===== src/sv/tked_pkg.sv =====
// Shared constants, types and key lookup functions for the escape key decoder.
`default_nettype none
package tked_pkg;

   localparam int ByteW = 8;
   localparam int CodeW = 11;
   localparam int ModW  = 6;
   localparam int PhaseW = 3;

   localparam logic [ByteW-1:0] CharEsc     = 8'h1B;
   localparam logic [ByteW-1:0] CharBracket = 8'h5B;
   localparam logic [ByteW-1:0] CharOne     = 8'h31;
   localparam logic [ByteW-1:0] CharSemi    = 8'h3B;

   localparam logic [CodeW-1:0] CodeUp    = 11'd1001;
   localparam logic [CodeW-1:0] CodeDown  = 11'd1002;
   localparam logic [CodeW-1:0] CodeRight = 11'd1003;
   localparam logic [CodeW-1:0] CodeLeft  = 11'd1004;
   localparam logic [CodeW-1:0] CodeHome  = 11'd1005;
   localparam logic [CodeW-1:0] CodeEnd   = 11'd1006;
   localparam logic [CodeW-1:0] CodeNone  = 11'd0;

   typedef struct packed {
      logic              emit;
      logic [CodeW-1:0]  code;
      logic [PhaseW-1:0] phase;
      logic [ModW-1:0]   mod_offset;
   } tked_step_type;

   // Final letter to key code; CodeNone when the byte is no key letter.
   function automatic logic [CodeW-1:0] letter_code(input logic [ByteW-1:0] b);
      logic [CodeW-1:0] c;
      case (b)
         8'h41:   c = CodeUp;
         8'h42:   c = CodeDown;
         8'h43:   c = CodeRight;
         8'h44:   c = CodeLeft;
         8'h48:   c = CodeHome;
         8'h46:   c = CodeEnd;
         default: c = CodeNone;
      endcase
      return c;
   endfunction

   function automatic logic [ModW-1:0] modifier_of(input logic [ByteW-1:0] b);
      logic [ModW-1:0] m;
      case (b)
         8'h32:   m = 6'd20;
         8'h33:   m = 6'd30;
         8'h34:   m = 6'd40;
         8'h35:   m = 6'd50;
         default: m = 6'd0;
      endcase
      return m;
   endfunction

endpackage
`default_nettype wire


===== src/sv/terminal_key_escape_decoder_core.sv =====
// A result appears on rsp_ in the cycle after the byte that completes it.
// Throughput: one byte per cycle while req_stall is low; the sequence state
// updates in the cycle of the transfer and the key code sits in a single
// output register. req_stall rises only while that output register is full
// and stalled. Reset (synchronous, active high) returns to idle with no
// sequence in progress, a zero modifier and no result pending.
`default_nettype none
module terminal_key_escape_decoder_core (
   input  wire logic                        clock,
   input  wire logic                        reset,
   input  wire logic                        req_valid,
   output logic                             req_stall,
   input  wire logic [tked_pkg::ByteW-1:0]  req_rx_byte,
   output logic                             rsp_valid,
   input  wire logic                        rsp_stall,
   output logic [tked_pkg::CodeW-1:0]       rsp_key_code
);
   import tked_pkg::*;

   logic [PhaseW-1:0] phase_ff;
   logic [ModW-1:0]   mod_ff;
   logic              valid_ff;
   logic              valid_in;
   logic [CodeW-1:0]  code_ff;
   logic              slot_free;
   logic              accept;
   tked_step_type     step;

   tked_decode u_decode (
      .phase      (phase_ff),
      .mod_offset (mod_ff),
      .rx_byte    (req_rx_byte),
      .step       (step)
   );

   assign slot_free = !valid_ff || !rsp_stall;
   assign req_stall = !slot_free;
   assign accept    = req_valid && slot_free;

   always_comb begin
      valid_in = valid_ff;
      if (slot_free) begin
         valid_in = accept && step.emit;
      end
   end

   always_ff @(posedge clock) begin
      if (reset) begin
         phase_ff <= '0;
         mod_ff   <= '0;
         valid_ff <= 1'b0;
      end else begin
         valid_ff <= valid_in;
         if (accept) begin
            phase_ff <= step.phase;
            mod_ff   <= step.mod_offset;
         end
      end
   end

   // load the key code only on a transfer that yields a result
   always_ff @(posedge clock) begin
      if (accept && step.emit) begin
         code_ff <= step.code;
      end
   end

   assign rsp_valid    = valid_ff;
   assign rsp_key_code = code_ff;

endmodule
`default_nettype wire


===== src/sv/tked_decode.sv =====
// Next-state and key code logic for one received byte.
`default_nettype none
module tked_decode (
   input  wire logic [tked_pkg::PhaseW-1:0] phase,
   input  wire logic [tked_pkg::ModW-1:0]   mod_offset,
   input  wire logic [tked_pkg::ByteW-1:0]  rx_byte,
   output tked_pkg::tked_step_type          step
);
   import tked_pkg::*;

   localparam logic [PhaseW-1:0] PhIdle    = 3'd0;
   localparam logic [PhaseW-1:0] PhEsc     = 3'd1;
   localparam logic [PhaseW-1:0] PhBracket = 3'd2;
   localparam logic [PhaseW-1:0] PhOne     = 3'd3;
   localparam logic [PhaseW-1:0] PhSemi    = 3'd4;
   localparam logic [PhaseW-1:0] PhMod     = 3'd5;

   logic [CodeW-1:0] letter;
   logic [CodeW-1:0] raw;

   assign letter = letter_code(rx_byte);
   assign raw    = {{(CodeW-ByteW){1'b0}}, rx_byte};

   always_comb begin
      step.emit       = 1'b1;
      step.code       = raw;
      step.phase      = PhIdle;
      step.mod_offset = mod_offset;
      unique case (phase)
         PhEsc: begin
            if (rx_byte == CharBracket) begin
               step.emit  = 1'b0;
               step.phase = PhBracket;
            end
         end
         PhBracket: begin
            if (rx_byte == CharOne) begin
               step.emit  = 1'b0;
               step.phase = PhOne;
            end else if (letter != CodeNone) begin
               step.code = letter;
            end
         end
         PhOne: begin
            if (rx_byte == CharSemi) begin
               step.emit  = 1'b0;
               step.phase = PhSemi;
            end
         end
         PhSemi: begin
            // take any byte as the modifier
            step.emit       = 1'b0;
            step.phase      = PhMod;
            step.mod_offset = modifier_of(rx_byte);
         end
         PhMod: begin
            if (letter != CodeNone) begin
               step.code = letter + {{(CodeW-ModW){1'b0}}, mod_offset};
            end
            step.mod_offset = '0;
         end
         default: begin
            // idle, and the unused codes behave as idle
            if (rx_byte == CharEsc) begin
               step.emit  = 1'b0;
               step.phase = PhEsc;
            end
         end
      endcase
   end

endmodule
`default_nettype wire


===== config.mk =====
export PLATFORM = sky130hd
export DESIGN_NAME = terminal_key_escape_decoder_core
export DESIGN_NICKNAME = d
export VERILOG_FILES = /design/src/sv/tked_pkg.sv /design/src/sv/terminal_key_escape_decoder_core.sv /design/src/sv/tked_decode.sv
export SDC_FILE = /design/constraint.sdc
export NUM_CORES = 1
export LEC_CHECK = 0
export ABC_AREA = 1
export BUFFER_PORTS_ARGS = -buffer_cell sky130_fd_sc_hd__buf_2
export CAP_MARGIN = 5
export CORE_AREA = 2 2 51 53
export CTS_BUF_LIST = sky130_fd_sc_hd__clkbuf_4
export DETAILED_ROUTE_END_ITERATION = 10
export DIE_AREA = 0 0 53 55
export HOLD_SLACK_MARGIN = 0.02
export PLACE_DENSITY = 0.8
export SETUP_SLACK_MARGIN = 0.02
export SYNTH_ARGS = -nofsm -noshare
export SYNTH_HDL_FRONTEND = slang
export SYNTH_SLANG_ARGS = --single-unit

===== constraint.sdc =====
create_clock -name clock -period 1.9 [get_ports clock]
set_input_delay 0.095 -clock clock [delete_from_list [all_inputs] [get_ports clock]]
set_output_delay 0.095 -clock clock [all_outputs]
set_load 0.01 [all_outputs]

==> qor.yml, run 1 <==
setup_path:
  crit_path_max_incr_delay_ns: 0.39
  worstPathMaxFanout: 2
  cp-start-kind: "register"
  cp_data_arrival_time_ns: 1.78
  cp_common_cell: "nand2_1"
  crit_type: "reg2reg"
  path_cells: "ha_1 -> fa_1 -> nand2_1 -> a21oi_1 -> xor2_1 -> o21bai_1 -> nand2_1"
  crit_required_ns: 1.97
  endpoint_kind: "register"
  critPathSlowestCell: "fa_1"
  rr_worst_depth: 7
power_and_ir_drop:
  leakage_uw: 0.000793
  peakVddDrop_uv: 310
  power_density_nw_per_um2: 540
placement:
  dp_slack_ns: -0.0930
  io_buffers: 24
  place_congestion: 0.928
  dp.cells: 234
  hpwl_um: 2470
clock_network:
  post_cts_resize_count: 0
  htree_levels: 1
  cts.sinks: 20
  hold_buffers: 0
  clk_pin_slew_ns: 0.12
  clockRootBuffer: "clkbuf_4"
  cts_tree: "yes"
  insertion_delay_ns: 0.30
  cts_buffers: 3
  post_cts_buffers: 0
  cts_max_path_buffers: 2
hold_path:
  hold_path_class: "in2reg"
  hold_path_depth: 2
synth:
  ys_seq_area_frac: 0.391
  synth_area_um2: 1310
  ys_top_cells_by_area: "edfxtp_1, nand2_1, dfxtp_1"
  synthesis.nets: 194
  syn_inst: 176
  synth_seq_cells: 20
  netlist.area_leader.share: 0.253
  avgSynthCellArea_um2: 7.41
  yosysTopAreaCell: "edfxtp_1"
  synth-warning-count: 0
  synth_cell_type_count: 28
sta:
  period_minus_slack_ns: 1.71
  slew_headroom: 0.774
  fin_ws_ns: 0.190
  setup_viol: 0
  grt_setup_unrepaired: "false"
  fin_skew_ns: 0.00131
  slew_viol_final: 0
  tightest_slew_ns: 0.337
  period_share: 0.900
  tns_ns: 0
  fmax_mhz: 585
  hold_slack_ns: 0.0671
  hold_viol: 0
layout:
  drive_above_1_share: 0.240
  finalNonFillerCells: 238
  area_growth_pct: 16.7
  final_util: 0.644
  nNetsFinal: 227
  regArea_um2: 510
  fill_cells: 218
  multiInputGateArea_um2: 689
  n_antenna_cell: 0
floorplanning:
  core_area_um2: 2360
  ios: 25
  dieWidth_um: 53
  die_y_um: 55
  start_util: 0.552
  die-area_um2: 2920
  num_rows: 18
grt:
  grt_pass1_vias: 1209
  grt_pass1_wl_um: 4970
  gr-total-overflow: 0
  track_usage: 0.235
  grt_max_degree: 12
  antenna_found_initial: 0
status:
  status: "completed"
detailed_routing:
  avgViaCountPerCell: 5.30
  ant_nets: 0
  drt-pass1-iter-count: 4
  vias: 1261
  drtIter0Drc: 51
  routedWlPerCell_um: 12.4
  postRouteWirelength_um: 2960
  drc_errors: 0
job:
  drv_cap: 0
critical path, delay by kind of cell (launching register included):
kind / cells / cell delay, ns
XOR/XNOR: 1 / 0.15
AND/OR/NAND/NOR: 2 / 0.16
adder cells (fa/ha/maj): 2 / 0.61
AO/OA/AOI/OAI: 2 / 0.23
flip-flops: 1 / 0.34
routing by layer:
metal  wire, um  vias up  global-route usage  part of all wire
li1           -      645                   -                 -
met1       1280      563               0.270              0.43
met2       1480       46               0.438              0.50
met3        139        7              0.0269             0.047
met4         55        0               0.107             0.019
met5          0        -                   0                 0
through the flow:
stage                     cell area (um^2)  total power, uW
after floorplan                       1310              566
after CTS                             1520              828
after global placement                1500              616
after global routing                  1520              859
after detailed placement              1500              619
final                                 1520              823
layout make-up:
cell class	instances	area share
clock buffers	3	0.0148
clock inverters	1	0.00247
inverters	27	0.0666
multi-input cells	128	0.453
flip-flops and latches	20	0.335
well taps	30	0.0247
repair buffers	29	0.104
final timing paths:
check / start / endpoint / slack [ns]
hold / removal: reset / phase_ff[1] / 0.07
setup reg to reg: mod_ff[1] / rsp_key_code[5] / 0.19
setup / recovery: mod_ff[1] / rsp_key_code[5] / 0.19
hold reg to reg: phase_ff[1] / phase_ff[1] / 0.50
synthesized netlist by cell type, drive strengths merged:
master	instances
nand2	53
inv	27
nand3	17
nor2	13
a21oi	11
edfxtp	11
dfxtp	9
o21ai	9
ha	5
nor3	5
nand4	3
xor2	3
a31oi	2
o21bai	2
and2	1
buf	1
fa	1
nand3b	1
o211ai	1
or2	1
cells in the final DEF (no fill, tap or decap), drive strengths merged:
master  instances
nor3            5
ha              5
o211ai          1
or2             1
nand4           3
o21bai          2
nand3          17
nand3b          1
xor2            3
dfxtp           9
fa              1
nand2          53
inv            27
a21oi          11
o21ai           9
clkinv          1
nor2           13
and2            1
a31oi           2
edfxtp         11
clkbuf          3
buf            29
sequential cells by signal, summed over array words and instances, names as in the netlist:
name	count
rsp_key_code	11
rsp_valid	1
phase_ff	3
mod_ff	5
power by group:
part           switching (uW)  leakage [uW]  internal, uW
combinational            80.5      0.000598          43.5
clock                     137     0.0000154          76.7
sequential               6.51      0.000180           479
total                     224      0.000793           599
kinds of logic (layout without fill, tap and decap cells):
logic type	count (synthesis)	after routing	synth area share
AOI/OAI and AO/OA	25	25	0.104
and+or+nand+nor	94	94	0.341
DFF	20	20	0.391
buffers and inverters	28	60	0.0805
xor gates and xnor gates	3	3	0.0201
adders and majority gates	6	6	0.0633
Note: power is estimated with default switching activity, not from simulation.
==> run 2: changes to the inputs <==
--- a/config.mk
+++ b/config.mk
@@ -5,15 +5,16 @@
 export SDC_FILE = /design/constraint.sdc
 export NUM_CORES = 1
 export LEC_CHECK = 0
-export ABC_AREA = 1
+export ABC_AREA = 0
 export BUFFER_PORTS_ARGS = -buffer_cell sky130_fd_sc_hd__buf_2
 export CAP_MARGIN = 5
-export CORE_AREA = 2 2 51 53
+export CORE_AREA = 2 2 52 54
 export CTS_BUF_LIST = sky130_fd_sc_hd__clkbuf_4
 export DETAILED_ROUTE_END_ITERATION = 10
-export DIE_AREA = 0 0 53 55
+export DIE_AREA = 0 0 54 56
+export GPL_TIMING_DRIVEN = 0
 export HOLD_SLACK_MARGIN = 0.02
-export PLACE_DENSITY = 0.8
+export PLACE_DENSITY = 0.79
 export SETUP_SLACK_MARGIN = 0.02
 export SYNTH_ARGS = -nofsm -noshare
 export SYNTH_HDL_FRONTEND = slang
==> qor.yml, run 2 <==
layout:
  final_area_um2: 1780
  fill_cells: 180
  largest_reg_flops: 11
  nNetsFinal: 189
  final_common_cell: "buf_2"
  drive_above_1_share: 0.388
  final_cell_mix: "buf_2, edfxtp_1, nor2_1"
  n_antenna_cell: 0
  area_growth_pct: 31.5
  final_util: 0.730
setup_path:
  worstPathMaxFanout: 10
  crit_required_ns: 1.99
  cp_data_arrival_time_ns: 2.09
  crit_type: "in2reg"
  crit_path_end: "rsp_key_code[5]"
  r2r-start: "mod_ff[1]"
  reg2reg_to: "rsp_key_code[5]"
  startpoint: "req_rx_byte[3]"
  rrSetupSlack_ns: 0.06
  rr_worst_depth: 6
  endpoint_kind: "register"
  cp-start-kind: "input pin"
grt:
  gr-total-overflow: 0
  track_usage: 0.262
  grt_pass1_wl_um: 5880
  grt_max_degree: 13
  grt_pass1_vias: 1240
  antenna_found_initial: 0
sta:
  hold_viol: 0
  fin_skew_ns: 0.00570
  fmax_mhz: 498
  tightest_slew_ns: 0.462
  setup_viol: 6
  hold_slack_ns: 0.0412
  grt_setup_unrepaired: "true"
  period_minus_slack_ns: 2.01
  fin_ws_ns: -0.108
  slew_headroom: 0.692
  period_share: 1.06
  slew_viol_final: 0
floorplanning:
  die-area_um2: 3020
  start_util: 0.555
  die_y_um: 56
  ios: 25
  dieWidth_um: 54
  num_rows: 18
  core_area_um2: 2430
power_and_ir_drop:
  power_density_nw_per_um2: 573
  peakVddDrop_uv: 437
  finalPower_uw: 1020
  leakage_uw: 0.000681
synth:
  synth-warning-count: 0
  ys_seq_area_frac: 0.378
  synthTopCellsByCount: "edfxtp_1, nor2_1, dfxtp_1, inv_1, a21oi_1"
  synth_cell_type_count: 55
  avgSynthCellArea_um2: 9.85
  synth_area_um2: 1350
  synth_edf_count: 11
  netlist.area_leader.share: 0.245
  synth_seq_cells: 20
  synthesis.nets: 155
  synthFlopType: "edfxtp_1"
  syn_inst: 137
  yosysTopAreaCell: "edfxtp_1"
  async_flop_share: 0
  ys_top_cells_by_area: "edfxtp_1, dfxtp_1, ha_1"
placement:
  dpl_cell_area_um2: 1520
  hpwl_um: 2470
  place_congestion: 0.847
  io_buffers: 23
detailed_routing:
  routedWlPerCell_um: 18.4
  ant_nets: 0
  postRouteWirelength_um: 3680
  vias: 1278
  drt-pass1-iter-count: 4
  drc_errors: 0
  avgViaCountPerCell: 6.39
  drtIter0Drc: 42
clock_network:
  clk_pin_slew_ns: 0.13
  insertion_delay_ns: 0.32
  clockRootBuffer: "clkbuf_4"
  hold_buffers: 0
  cts_buffers: 3
  cts.sinks: 20
  cts_max_path_buffers: 2
  cts_tree: "yes"
  htree_levels: 1
hold_path:
  hold_path_class: "in2reg"
status:
  violations: "setup timing"
  status: "finished, violations left"
job:
  drv_cap: 0
-- run 2: through the flow --
stage	instances	setup slack, ns	TNS (ns)
6_report	200	-0.108	-0.182
5_1_grt	200	-0.167	-0.639
4_1_cts	200	-0.0862	-0.111
3_5_place_dp	190	-0.558	-9.00
3_3_place_gp	190	-0.534	-7.58
2_1_floorplan	137	-0.244	-1.36
-- run 2: metal layers --
metal / track usage / up-vias / part of all wire
met4: 0.129 / 0 / 0.011
met3: 0.0349 / 5 / 0.050
li1: - / 595 / -
met1: 0.337 / 616 / 0.42
met2: 0.418 / 62 / 0.52
met5: 0 / - / 0
-- run 2: how the worst min path moves through the flow --
stage                          from         to  slack, ns  cells after the start
after floorplan           req_valid  rsp_valid       0.25                      2
after global placement    req_valid  rsp_valid       0.37                      3
after detailed placement  req_valid  rsp_valid       0.39                      3
after CTS                 req_valid  rsp_valid       0.05                      3
after global routing      req_valid  rsp_valid       0.06                      3
final                     req_valid  rsp_valid       0.04                      3
-- run 2: final cells by class --
type                            count  area (um^2)  share of cell area
Sequential cell                    20          510               0.288
Tap cell                           30         37.5              0.0211
Buffer                              4         18.8              0.0106
Timing Repair Buffer               30          209               0.118
Inverter                            8         30.0              0.0169
Multi-Input combinational cell    104          917               0.517
Clock inverter                      1         30.0              0.0169
Clock buffer                        3         22.5              0.0127
-- run 2: cell families after synthesis --
family / Yosys count / synth area share
DFF: 20 / 0.378
adders and majority gates: 6 / 0.0612
xor gates and xnor gates: 2 / 0.0130
buffers and inverters: 13 / 0.0380
muxes: 2 / 0.0158
AOI/OAI and AO/OA: 43 / 0.252
and+or+nand+nor: 51 / 0.242
-- run 2: critical path, stage by stage --
cell      delay [ns]
buf_2           0.11
buf_2           0.19
nor3b_1         0.18
o21a_1          0.23
o21ai_2         0.25
inv_2           0.10
ha_4            0.31
a21oi_2         0.08
or3_1           0.32
a21oi_2         0.15
o21bai_1        0.07
-- run 2: what timing repair did --
item / 4_1_cts / 5_1_grt
setup endpoints to repair: 19 / 21
setup buffers: 6 / 1
cloned: 0 / 0
pin swaps: 7 / 4
gates resized for setup: 21 / 9
hold endpoints to repair: 0 / 0
-- run 2: power breakdown --
part | internal (uW) | switching, uW
clock | 213 | 149
combinational | 74.0 | 97.0
sequential | 475 | 8.47
==> run 3: changes to the inputs <==
--- a/config.mk
+++ b/config.mk
@@ -16,6 +16,7 @@
 export HOLD_SLACK_MARGIN = 0.02
 export PLACE_DENSITY = 0.79
 export SETUP_SLACK_MARGIN = 0.02
+export SKIP_LAST_GASP = 1
 export SYNTH_ARGS = -nofsm -noshare
 export SYNTH_HDL_FRONTEND = slang
 export SYNTH_SLANG_ARGS = --single-unit
==> qor.yml, run 3 (same netlist as run 2, synthesis figures left out) <==
layout:
  nNetsFinal: 189
  drive_above_1_share: 0.376
  n_antenna_cell: 0
  finalNonFillerCells: 200
  area_growth_pct: 28.9
  multiInputGateArea_um2: 887
  fill_cells: 185
  final_common_cell: "buf_2"
  final_area_um2: 1740
  regArea_um2: 510
  final_cell_mix: "buf_2, edfxtp_1, nor2_1"
  largest_reg_flops: 11
setup_path:
  reg2reg_to: "rsp_key_code[2]"
  endpoint_kind: "register"
  cp_data_arrival_time_ns: 2.14
  startpoint: "req_rx_byte[4]"
  crit_required_ns: 1.98
  cp_top_family: "simple AND/OR/NAND/NOR gates"
  rr_worst_depth: 4
  path_cells: "buf_8 -> buf_4 -> nor4b_1 -> o21ai_2 -> inv_2 -> ha_1 -> or3_1 -> a21oi_2 -> o21bai_1"
  critPathSlowestCell: "nor4b_1"
  r2r-start: "phase_ff[2]"
  cp.depth: 9
  crit_buf_inv: 3
  crit_type: "in2reg"
  rrSetupSlack_ns: 0.06
  crit_path_max_incr_delay_ns: 0.59
  cp-start-kind: "input pin"
  crit_path_end: "rsp_key_code[5]"
  worstPathMaxFanout: 5
power_and_ir_drop:
  power_density_nw_per_um2: 587
  peakVddDrop_uv: 442
  leakage_uw: 0.000675
floorplanning:
  die_y_um: 56
  ios: 25
  core_area_um2: 2430
  num_rows: 18
  die-area_um2: 3020
  dieWidth_um: 54
  start_util: 0.555
grt:
  gr-total-overflow: 0
  antenna_found_initial: 0
  track_usage: 0.254
  grt_pass1_vias: 1213
  grt_pass1_wl_um: 5730
  grt_max_degree: 13
detailed_routing:
  vias: 1303
  routedWlPerCell_um: 18.5
  drc_errors: 0
  ant_nets: 0
  drtIter0Drc: 52
  drt-pass1-iter-count: 5
  avgViaCountPerCell: 6.52
  postRouteWirelength_um: 3710
placement:
  io_buffers: 23
  dp_slack_ns: -0.558
  dpl_cell_area_um2: 1520
  dp.cells: 190
  place_congestion: 0.847
  hpwl_um: 2470
status:
  violations: "setup timing"
  status: "finished, violations left"
sta:
  period_minus_slack_ns: 2.05
  setup_viol: 3
  period_share: 1.08
  slew_viol_final: 0
  hold_viol: 0
  fin_ws_ns: -0.153
  tightest_slew_ns: 0.631
  fmax_mhz: 487
  hold_slack_ns: 0.0372
  slew_headroom: 0.573
  grt_setup_unrepaired: "true"
  fin_skew_ns: 0.00606
clock_network:
  clockRootBuffer: "clkbuf_4"
  hold_buffers: 0
  cts_max_path_buffers: 2
  cts_tree: "yes"
  cts_buffers: 3
  clk_pin_slew_ns: 0.13
  insertion_delay_ns: 0.32
  cts.sinks: 20
  htree_levels: 1
hold_path:
  worstHoldStart: "req_valid"
  hold_path_class: "in2reg"
job:
  drv_cap: 0
## run 3: worst min path at each step
| stage | cells past startpoint | slack (ns) | end |
|---|---|---|---|
| floorplan | 2 | 0.25 | rsp_valid |
| global placement | 3 | 0.37 | rsp_valid |
| detailed placement | 3 | 0.39 | rsp_valid |
| CTS | 3 | 0.05 | rsp_valid |
| global route | 3 | 0.07 | rsp_valid |
| finish | 3 | 0.04 | rsp_valid |
## run 3: worst register-to-register path, cell delays in order (launching register included)
cell and delay (ns):
dfxtp_1 0.43, or3b_4 0.47, a21oi_1 0.20, o21ai_1 0.15
a221o_1 0.34
## run 3: where the power goes
group	total, uW	switching (uW)	internal (uW)
sequential	484	8.35	475
clock	369	155	214
combinational	169	97.0	71.8
## run 3: metrics by stage
stage          utilization  total power [uW]  TNS (ns)
6_report             0.716              1020    -0.230
5_1_grt              0.716              1040    -0.452
4_1_cts              0.706              1000    -0.199
3_5_place_dp         0.627               634     -9.00
3_3_place_gp         0.627               628     -7.58
2_1_floorplan            -               579     -1.36
## run 3: cell type report
class,count,share of cell area
Clock buffer,3,0.0129
Buffer,4,0.0122
Timing Repair Buffer,30,0.116
Multi-Input combinational cell,104,0.510
Inverter,8,0.0173
Sequential cell,20,0.293
Tap cell,30,0.0216
Clock inverter,1,0.0173
## run 3: metal layers
| metal | vias to the layer above | GRT usage | routed length, um |
|---|---|---|---|
| met5 | - | 0 | 0 |
| met4 | 0 | 0.111 | 105 |
| met3 | 19 | 0.0323 | 306 |
| met2 | 79 | 0.423 | 1800 |
| met1 | 613 | 0.316 | 1500 |
| li1 | 592 | - | - |
## run 3: timing repair
| item | 4_1_cts | 5_1_grt |
|---|---|---|
| resized for setup | 18 | 7 |
| endpoints found under the setup margin | 19 | 21 |
| pin swaps | 5 | 4 |
| buffers inserted | 6 | 1 |
